$ cat config.mk
export PLATFORM = sky130hd
export DESIGN_NAME = level_switch_with_delays_top
export DESIGN_NICKNAME = d
export VERILOG_FILES = /design/src/hdl/lswd_pkg.sv /design/src/hdl/lswd_ctrl.sv /design/src/hdl/lswd_dp.sv /design/src/hdl/level_switch_with_delays_top.sv
export SDC_FILE = /design/constraint.sdc
export NUM_CORES = 1
export LEC_CHECK = 0
export BUFFER_PORTS_ARGS = -buffer_cell sky130_fd_sc_hd__buf_2
export CAP_MARGIN = 20
export CORE_MARGIN = 3
export CORE_UTILIZATION = 30
export DETAILED_ROUTE_END_ITERATION = 10
export PLACE_DENSITY = 0.49
export REMOVE_ABC_BUFFERS = 1
export SLEW_MARGIN = 20
export SYNTH_ARGS = -nofsm -noshare
export SYNTH_HDL_FRONTEND = slang
export SYNTH_SLANG_ARGS = --single-unit
$ cat constraint.sdc
create_clock -name clk -period 4.85 [get_ports clk]
set_clock_uncertainty 0.15 [all_clocks]
set_input_delay 0.97 -clock clk [delete_from_list [all_inputs] [get_ports clk]]
set_output_delay 0.97 -clock clk [all_outputs]
set_load 0.03 [all_outputs]
$ cat src/hdl/lswd_pkg.sv
// ----------------------------------------------------------------------------
// lswd_pkg
// Shared constants, types and register codes of the level switch.
// ----------------------------------------------------------------------------
`timescale 1ns / 1ps

package lswd_pkg;

  // field widths
  localparam int SAMPLE_BITS   = 24;
  localparam int COUNT_BITS    = 24;
  localparam int FRACTION_BITS = 16;
  localparam int PROGRESS_BITS = FRACTION_BITS + 1;

  // stream and config port widths
  localparam int S_TDATA_BITS   = ((SAMPLE_BITS + 7) / 8) * 8;
  localparam int M_TDATA_BITS   = ((PROGRESS_BITS + 1 + 7) / 8) * 8;
  localparam int CFG_INDEX_BITS = 2;
  localparam int CFG_DATA_BITS  = (SAMPLE_BITS > COUNT_BITS) ? SAMPLE_BITS : COUNT_BITS;

  // divider step counter
  localparam int STEP_BITS = $clog2(FRACTION_BITS);

  // register indexes
  localparam logic [CFG_INDEX_BITS-1:0] REG_LEVEL_THRESHOLD = CFG_INDEX_BITS'(0);
  localparam logic [CFG_INDEX_BITS-1:0] REG_ON_DELAY        = CFG_INDEX_BITS'(1);
  localparam logic [CFG_INDEX_BITS-1:0] REG_OFF_DELAY       = CFG_INDEX_BITS'(2);

  // controller states
  typedef enum logic [2:0] {
    ST_IDLE   = 3'b001,
    ST_CALC   = 3'b010,
    ST_FINISH = 3'b100
  } state_t;

  // controller to datapath commands
  typedef struct packed {
    logic load;    // capture sample and divider operands
    logic update;  // advance gate state and hold counter
    logic step;    // one divider iteration
    logic finish;  // write result into output register
  } ctrl_cmd_t;

  // datapath to controller status
  typedef struct packed {
    logic slot_free;  // output register can take a result this cycle
  } dp_status_t;

endpackage

$ cat src/hdl/lswd_ctrl.sv
// ----------------------------------------------------------------------------
// lswd_ctrl
// Controller: sequences accept, state update, divide steps and result write.
// ----------------------------------------------------------------------------
`timescale 1ns / 1ps

module lswd_ctrl import lswd_pkg::*; (
  input  logic       clk,
  input  logic       rst,
  input  logic       in_valid,
  output logic       in_ready,
  input  dp_status_t status,
  output ctrl_cmd_t  cmd
);

  state_t               state;
  state_t               state_next;
  logic [STEP_BITS-1:0] step_cnt;
  logic [STEP_BITS-1:0] step_cnt_next;

  // next state and commands
  always_comb begin
    state_next    = state;
    step_cnt_next = step_cnt;
    cmd           = '0;
    in_ready      = 1'b0;
    case (state)
      ST_IDLE: begin
        in_ready = 1'b1;
        if (in_valid) begin
          cmd.load      = 1'b1;
          step_cnt_next = '0;
          state_next    = ST_CALC;
        end
      end
      ST_CALC: begin
        cmd.step      = 1'b1;
        cmd.update    = (step_cnt == '0);
        step_cnt_next = step_cnt + 1'b1;
        if (step_cnt == STEP_BITS'(FRACTION_BITS - 1)) begin
          state_next = ST_FINISH;
        end
      end
      ST_FINISH: begin
        if (status.slot_free) begin
          cmd.finish = 1'b1;
          state_next = ST_IDLE;
        end
      end
      default: begin
        state_next = ST_IDLE;
      end
    endcase
  end

  // state registers
  always_ff @(posedge clk) begin
    if (rst) begin
      state    <= ST_IDLE;
      step_cnt <= '0;
    end else begin
      state    <= state_next;
      step_cnt <= step_cnt_next;
    end
  end

endmodule

$ cat src/hdl/lswd_dp.sv
// ----------------------------------------------------------------------------
// lswd_dp
// Datapath: config registers, gate state, hold counter, restoring divider
// and output register.
// ----------------------------------------------------------------------------
`timescale 1ns / 1ps

module lswd_dp import lswd_pkg::*; (
  input  logic                      clk,
  input  logic                      rst,
  input  ctrl_cmd_t                 cmd,
  output dp_status_t                status,
  input  logic                      cfg_we,
  input  logic [CFG_INDEX_BITS-1:0] cfg_index,
  input  logic [CFG_DATA_BITS-1:0]  cfg_data,
  input  logic [SAMPLE_BITS-1:0]    sample,
  output logic                      out_valid,
  input  logic                      out_ready,
  output logic                      gate_on,
  output logic [PROGRESS_BITS-1:0]  progress
);

  localparam logic [COUNT_BITS-1:0]    COUNT_MAX = '1;
  localparam logic [PROGRESS_BITS-1:0] ONE_Q     = PROGRESS_BITS'(1) << FRACTION_BITS;

  logic [SAMPLE_BITS-1:0]   level_threshold;
  logic [COUNT_BITS-1:0]    on_delay;
  logic [COUNT_BITS-1:0]    off_delay;
  logic                     is_on;
  logic [COUNT_BITS-1:0]    hold_count;
  logic [SAMPLE_BITS-1:0]   mag;
  logic [COUNT_BITS-1:0]    div_d;
  logic [COUNT_BITS-1:0]    rem;
  logic [FRACTION_BITS-1:0] quot;
  logic                     mode_on;
  logic                     d_zero;
  logic                     n_ge_d;

  logic [SAMPLE_BITS-1:0]   sample_mag;
  logic [COUNT_BITS-1:0]    load_d;
  logic                     counts;
  logic [COUNT_BITS-1:0]    limit;
  logic [COUNT_BITS-1:0]    count_inc;
  logic [COUNT_BITS:0]      rem_dbl;
  logic                     rem_fit;
  logic [PROGRESS_BITS-1:0] quot_up;
  logic [PROGRESS_BITS-1:0] progress_next;

  // magnitude of the incoming sample, most negative value is exact
  assign sample_mag = sample[SAMPLE_BITS-1] ? (~sample + 1'b1) : sample;
  assign load_d     = is_on ? off_delay : on_delay;

  // hold counter decision from the captured magnitude
  assign counts    = is_on ? (mag < level_threshold) : (mag > level_threshold);
  assign limit     = is_on ? off_delay : on_delay;
  assign count_inc = (hold_count == COUNT_MAX) ? hold_count : hold_count + 1'b1;

  // one restoring divide step
  assign rem_dbl = {rem, 1'b0};
  assign rem_fit = (rem_dbl >= {1'b0, div_d});

  // final progress selection
  assign quot_up = {1'b0, quot} + PROGRESS_BITS'(rem != '0);
  always_comb begin
    if (d_zero) begin
      progress_next = '0;
    end else if (mode_on) begin
      progress_next = n_ge_d ? '0 : (ONE_Q - quot_up);
    end else begin
      progress_next = n_ge_d ? ONE_Q : {1'b0, quot};
    end
  end

  assign status.slot_free = !out_valid || out_ready;

  // config registers
  always_ff @(posedge clk) begin
    if (rst) begin
      level_threshold <= '0;
      on_delay        <= '0;
      off_delay       <= '0;
    end else if (cfg_we) begin
      case (cfg_index)
        REG_LEVEL_THRESHOLD: level_threshold <= cfg_data[SAMPLE_BITS-1:0];
        REG_ON_DELAY:        on_delay        <= cfg_data[COUNT_BITS-1:0];
        REG_OFF_DELAY:       off_delay       <= cfg_data[COUNT_BITS-1:0];
        default: begin
        end
      endcase
    end
  end

  // gate state and hold counter
  always_ff @(posedge clk) begin
    if (rst) begin
      is_on      <= 1'b0;
      hold_count <= '0;
    end else if (cmd.update) begin
      if (counts) begin
        if (count_inc >= limit) begin
          is_on      <= !is_on;
          hold_count <= '0;
        end else begin
          hold_count <= count_inc;
        end
      end else if (hold_count != '0) begin
        hold_count <= hold_count - 1'b1;
      end
    end
  end

  // operand capture and divider
  always_ff @(posedge clk) begin
    if (cmd.load) begin
      mag     <= sample_mag;
      mode_on <= is_on;
      div_d   <= load_d;
      rem     <= hold_count;
      quot    <= '0;
      d_zero  <= (load_d == '0);
      n_ge_d  <= (hold_count >= load_d);
    end else if (cmd.step) begin
      rem  <= rem_fit ? COUNT_BITS'(rem_dbl - {1'b0, div_d}) : rem_dbl[COUNT_BITS-1:0];
      quot <= {quot[FRACTION_BITS-2:0], rem_fit};
    end
  end

  // output register valid
  always_ff @(posedge clk) begin
    if (rst) begin
      out_valid <= 1'b0;
    end else if (cmd.finish) begin
      out_valid <= 1'b1;
    end else if (out_ready) begin
      out_valid <= 1'b0;
    end
  end

  // output register payload
  always_ff @(posedge clk) begin
    if (cmd.finish) begin
      gate_on  <= is_on;
      progress <= progress_next;
    end
  end

endmodule

$ cat src/hdl/level_switch_with_delays_top.sv
// ----------------------------------------------------------------------------
// level_switch_with_delays_top
// Noise-gate level detector with turn-on and turn-off delays.
// ----------------------------------------------------------------------------
// Usage:
//   s_axis carries one signed sample per transaction; m_axis returns one
//   result per sample holding the gate state after the sample and the
//   progress toward toggling (unsigned Q1.16, taken before the update).
//   cfg writes level_threshold (index 0), on_delay (1) and off_delay (2);
//   other indexes are dropped. cfg_ready is always high; write only while
//   no sample is in flight.
//   A sample transaction loads the divider, the 16-step restoring divider
//   runs, then the result is written into the output register for m_axis.
//   Samples are taken one at a time: a new sample is accepted only once
//   the result of the previous one has been written.
//   A new sample is taken while the previous result still waits on m_axis.
//   When the receiver stalls, the result holds and the block stops after
//   its next division until the output register frees up.
//   Reset clears the gate to off, and the hold counter and config registers to 0.
`timescale 1ns / 1ps

module level_switch_with_delays_top import lswd_pkg::*; (
  input  logic                      clk,
  input  logic                      rst,
  // config write channel
  input  logic                      cfg_valid,
  output logic                      cfg_ready,
  input  logic [CFG_INDEX_BITS-1:0] cfg_index,
  input  logic [CFG_DATA_BITS-1:0]  cfg_data,
  // sample stream
  input  logic                      s_axis_tvalid,
  output logic                      s_axis_tready,
  input  logic [S_TDATA_BITS-1:0]   s_axis_tdata,  // [23:0] sample
  // result stream
  output logic                      m_axis_tvalid,
  input  logic                      m_axis_tready,
  output logic [M_TDATA_BITS-1:0]   m_axis_tdata   // [0] gate_on, [17:1] progress
);

  ctrl_cmd_t                cmd;
  dp_status_t               status;
  logic                     gate_on;
  logic [PROGRESS_BITS-1:0] progress;

  assign cfg_ready = 1'b1;

  // controller
  lswd_ctrl u_ctrl (
    .clk      (clk),
    .rst      (rst),
    .in_valid (s_axis_tvalid),
    .in_ready (s_axis_tready),
    .status   (status),
    .cmd      (cmd)
  );

  // datapath
  lswd_dp u_dp (
    .clk       (clk),
    .rst       (rst),
    .cmd       (cmd),
    .status    (status),
    .cfg_we    (cfg_valid && cfg_ready),
    .cfg_index (cfg_index),
    .cfg_data  (cfg_data),
    .sample    (s_axis_tdata[SAMPLE_BITS-1:0]),
    .out_valid (m_axis_tvalid),
    .out_ready (m_axis_tready),
    .gate_on   (gate_on),
    .progress  (progress)
  );

  // result packing, zero padded
  assign m_axis_tdata = M_TDATA_BITS'({progress, gate_on});

endmodule

==> run metrics <==
outcome=finished clean; Fillers=4694; #FFs+latches synth=214; WP buf/inv=0; FP Rows=77; placed cells=2215; Clock transition at path regs=0.06 ns; total number of vias=11700; M1 WL=18.0 mm; Clock Latency Late Sink=0.59 ns; synthesized area per cell=8.67 sq um; most frequent cell after synthesis=nand2_1; root buf cell=clkbuf_16; Crit. End Element=flop; Post-DP HPWL=29.5 mm; pwr dens=362 nW/um^2; pre-CTS setup slack=0.304 ns; Final min period=4.47 ns; Stages on worst setup path=15; Yosys top cell area share=20.3%; Antenna Cells=0; die span in y=220 um; top post-synthesis cells by count=237 x nand2_1, 132 x a21oi_1, 123 x inv_1; Final Hold Viols=0; die area=48500 sq um; Highest Signal Layer=met4; leakage dissipation=6.28 nW; Post-synth EDFFs=93; fin crit share=92.2%; DIE WIDTH=220 um; Worst Path Required=5.19 ns; Detailed Route Iter0 Violations=704; Final #Nets=1830; routed wire length=39.5 mm; share of layout cells above drive strength 1=12.5%; final std cells w/o fill=2268; grt total ovfl=0; reg2reg path depth=15; Mapped Cells=1588; clk sinks=214; Total GRT Usage=16.2%; synth warn=0; IR drop worst, VDD=0.225 mV; Remaining DRCs=0; slack of the worst reg-to-reg path=0.38 ns; leading area contributor after synthesis=edfxtp_1; CP startpoint kind=flop; met3 WL=2.07 mm; Synth cell types=97; CP max FO=19; GPL Wtd Cong=0.907; mapped cell area=13800 sq um; max-cap violations=0; RSZ-0062 raised after global routing=false; total core area=44800 sq um; CP peak stage delay=0.52 ns; number of global-route vias before repair=11400; first-pass detailed-route iteration total=5; hold buffer count at cts=0; Slew HR=30.6%; fin. max-slew vios=0; critical-path cell list=nand4_1 > or2_0 > nor3_4 > nor2_1 > nand4_1 > xnor2_1 > ha_1 > and3_1 > a221o_1 > a21oi_1 > o221ai_1 > o21a_1 > nor2_8 > a221oi_1 > a311oi_1; vias per cell=5.15; Longest Clk Path Bufs=3; setup TNS=0 ns; H-Tree Depth=1; crit path kind=reg2reg; fmax=224 MHz; cell mode on critical path=nand4_1; IO Port Bufs=74; Final Core Density=35.2%; Layout area overhead=14.6%; first-pass GRT wire length=62.6 mm; Inserted Clock Buffers=28; crit-path leading delay family=simple AND/OR/NAND/NOR gates; largest net degree at the start of global routing=59; average routed wire per standard cell=17.4 um; met2 routed WL=18.2 mm; initial antenna violation count=0; Seq/Total Area, Yosys=37.9%; final setup margin=0.380 ns; slew at the pin with the worst max-slew slack=1.04 ns; CTS tree=done; I/O pin cnt=82; hold path depth=2; Hold Path Class=reg2reg; asr flop ratio synth=0%; Main synth FF type=dfxtp_1; final antenna-violating net count=0; slowest cell on the critical path=dfxtp_1; largest cells by area after synthesis=edfxtp_1 20%, dfxtp_1 18%, ha_1 11%, nand2_1 6.5%, a21oi_1 4.8%; Finish-stage setup viols=0; Starting Density=30.7%; Crit path arrival time=4.81 ns
-- through the flow --
stage / power, mW / hold WS [ns] / cell area [sq um]
floorplan: 3.18 / 0.277 / 13400
global placement: 3.65 / 0.291 / 14800
detailed placement: 3.66 / 0.295 / 14800
CTS: 5.76 / 0.303 / 15800
global route: 6.02 / 0.318 / 15800
finish: 5.72 / 0.301 / 15800
-- power breakdown --
part	switching (mW)	internal [mW]	total [mW]
Sequential	0.0892	2.04	2.13
Combinational	0.932	0.574	1.51
Clock	0.831	1.25	2.08
-- metal layers --
metal  up-vias  track usage (%)
met5         -                0
met4         0             5.26
met3        69             2.09
met2       286             26.8
met1      5509             22.0
li1       5810                -
-- worst register-to-register path: stages, from the launching register on --
cell and delay (ns):
dfxtp_1 0.52, nand4_1 0.16, or2_0 0.38, nor3_4 0.45, nor2_1 0.20, nand4_1 0.16, xnor2_1 0.16, ha_1 0.28
and3_1 0.17, a221o_1 0.31, a21oi_1 0.15, o221ai_1 0.17, o21a_1 0.36, nor2_8 0.36, a221oi_1 0.17, a311oi_1 0.25
-- logic make-up (layout without fill, tap and decap cells) --
| logic type | after synthesis | in the layout | share of synthesized area, % |
|---|---|---|---|
| buf+inv | 208 | 291 | 6.24 |
| compound gates | 368 | 368 | 17.1 |
| fa+ha+maj | 121 | 121 | 11.0 |
| mux | 42 | 42 | 3.15 |
| simple gates | 557 | 557 | 19.7 |
| other cells | 2 | 7 | 0.0545 |
| xor+xnor | 76 | 76 | 4.83 |
| flops | 214 | 214 | 37.9 |
-- worst paths after layout --
path	startpoint	to
setup / recovery	u_dp.hold_count[17]	u_dp.hold_count[7]
hold / removal	u_dp.off_delay[1]	u_dp.off_delay[1]
setup reg to reg	u_dp.hold_count[17]	u_dp.hold_count[7]
hold reg to reg	u_dp.off_delay[1]	u_dp.off_delay[1]
-- sequential cells by signal, indices dropped and copies added, names as in the netlist, 3 cells and up --
signal and count:
u_ctrl.state 3, u_ctrl.step_cnt 4, u_dp.div_d 24, u_dp.hold_count 24, u_dp.level_threshold 24, u_dp.mag 24, u_dp.off_delay 24, u_dp.on_delay 24
u_dp.progress 17, u_dp.quot 16, u_dp.rem 24
-- cell usage in the layout (no fill, tap or decap), types with 6 or more instances in the layout --
| cell type | n |
|---|---|
| a211oi_1 | 12 |
| a21o_1 | 25 |
| a21oi_1 | 132 |
| a221oi_1 | 9 |
| a31oi_1 | 23 |
| and3_1 | 9 |
| buf_2 | 74 |
| buf_4 | 38 |
| clkbuf_1 | 7 |
| clkbuf_16 | 29 |
| clkbuf_8 | 7 |
| conb_1 | 7 |
| dfxtp_1 | 120 |
| edfxtp_1 | 93 |
| ha_1 | 120 |
| inv_1 | 123 |
| mux2_2 | 11 |
| mux2i_1 | 31 |
| nand2_1 | 237 |
| nand2b_1 | 12 |
| nand3_1 | 41 |
| nand3b_1 | 6 |
| nand4_1 | 28 |
| nor2_1 | 101 |
| nor2b_1 | 7 |
| nor3_1 | 33 |
| nor4_1 | 18 |
| o211ai_1 | 11 |
| o21a_1 | 10 |
| o21ai_0 | 52 |
| o21ai_1 | 7 |
| o22ai_1 | 16 |
| o31ai_1 | 13 |
| or2_2 | 8 |
| or3_1 | 15 |
| or4_1 | 6 |
| xnor2_1 | 60 |
| xor2_1 | 16 |
-- area by class of cell --
class / count / area, sq um / area share (%)
Inverter: 124 / 465 / 2.95
Tap cell: 592 / 741 / 4.69
Sequential cell: 214 / 5220 / 33.0
Clock inverter: 9 / 82.6 / 0.523
Multi-Input combinational cell: 1171 / 7730 / 48.9
Timing Repair Buffer: 115 / 709 / 4.49
Clock buffer: 43 / 848 / 5.37
-- what timing repair did --
item / 4_1_cts / 5_1_grt
gates resized for setup: 0 / 1
setup endpoints to repair: 0 / 6
buffers inserted: 0 / 0
Power figures use the tool's default switching activity.
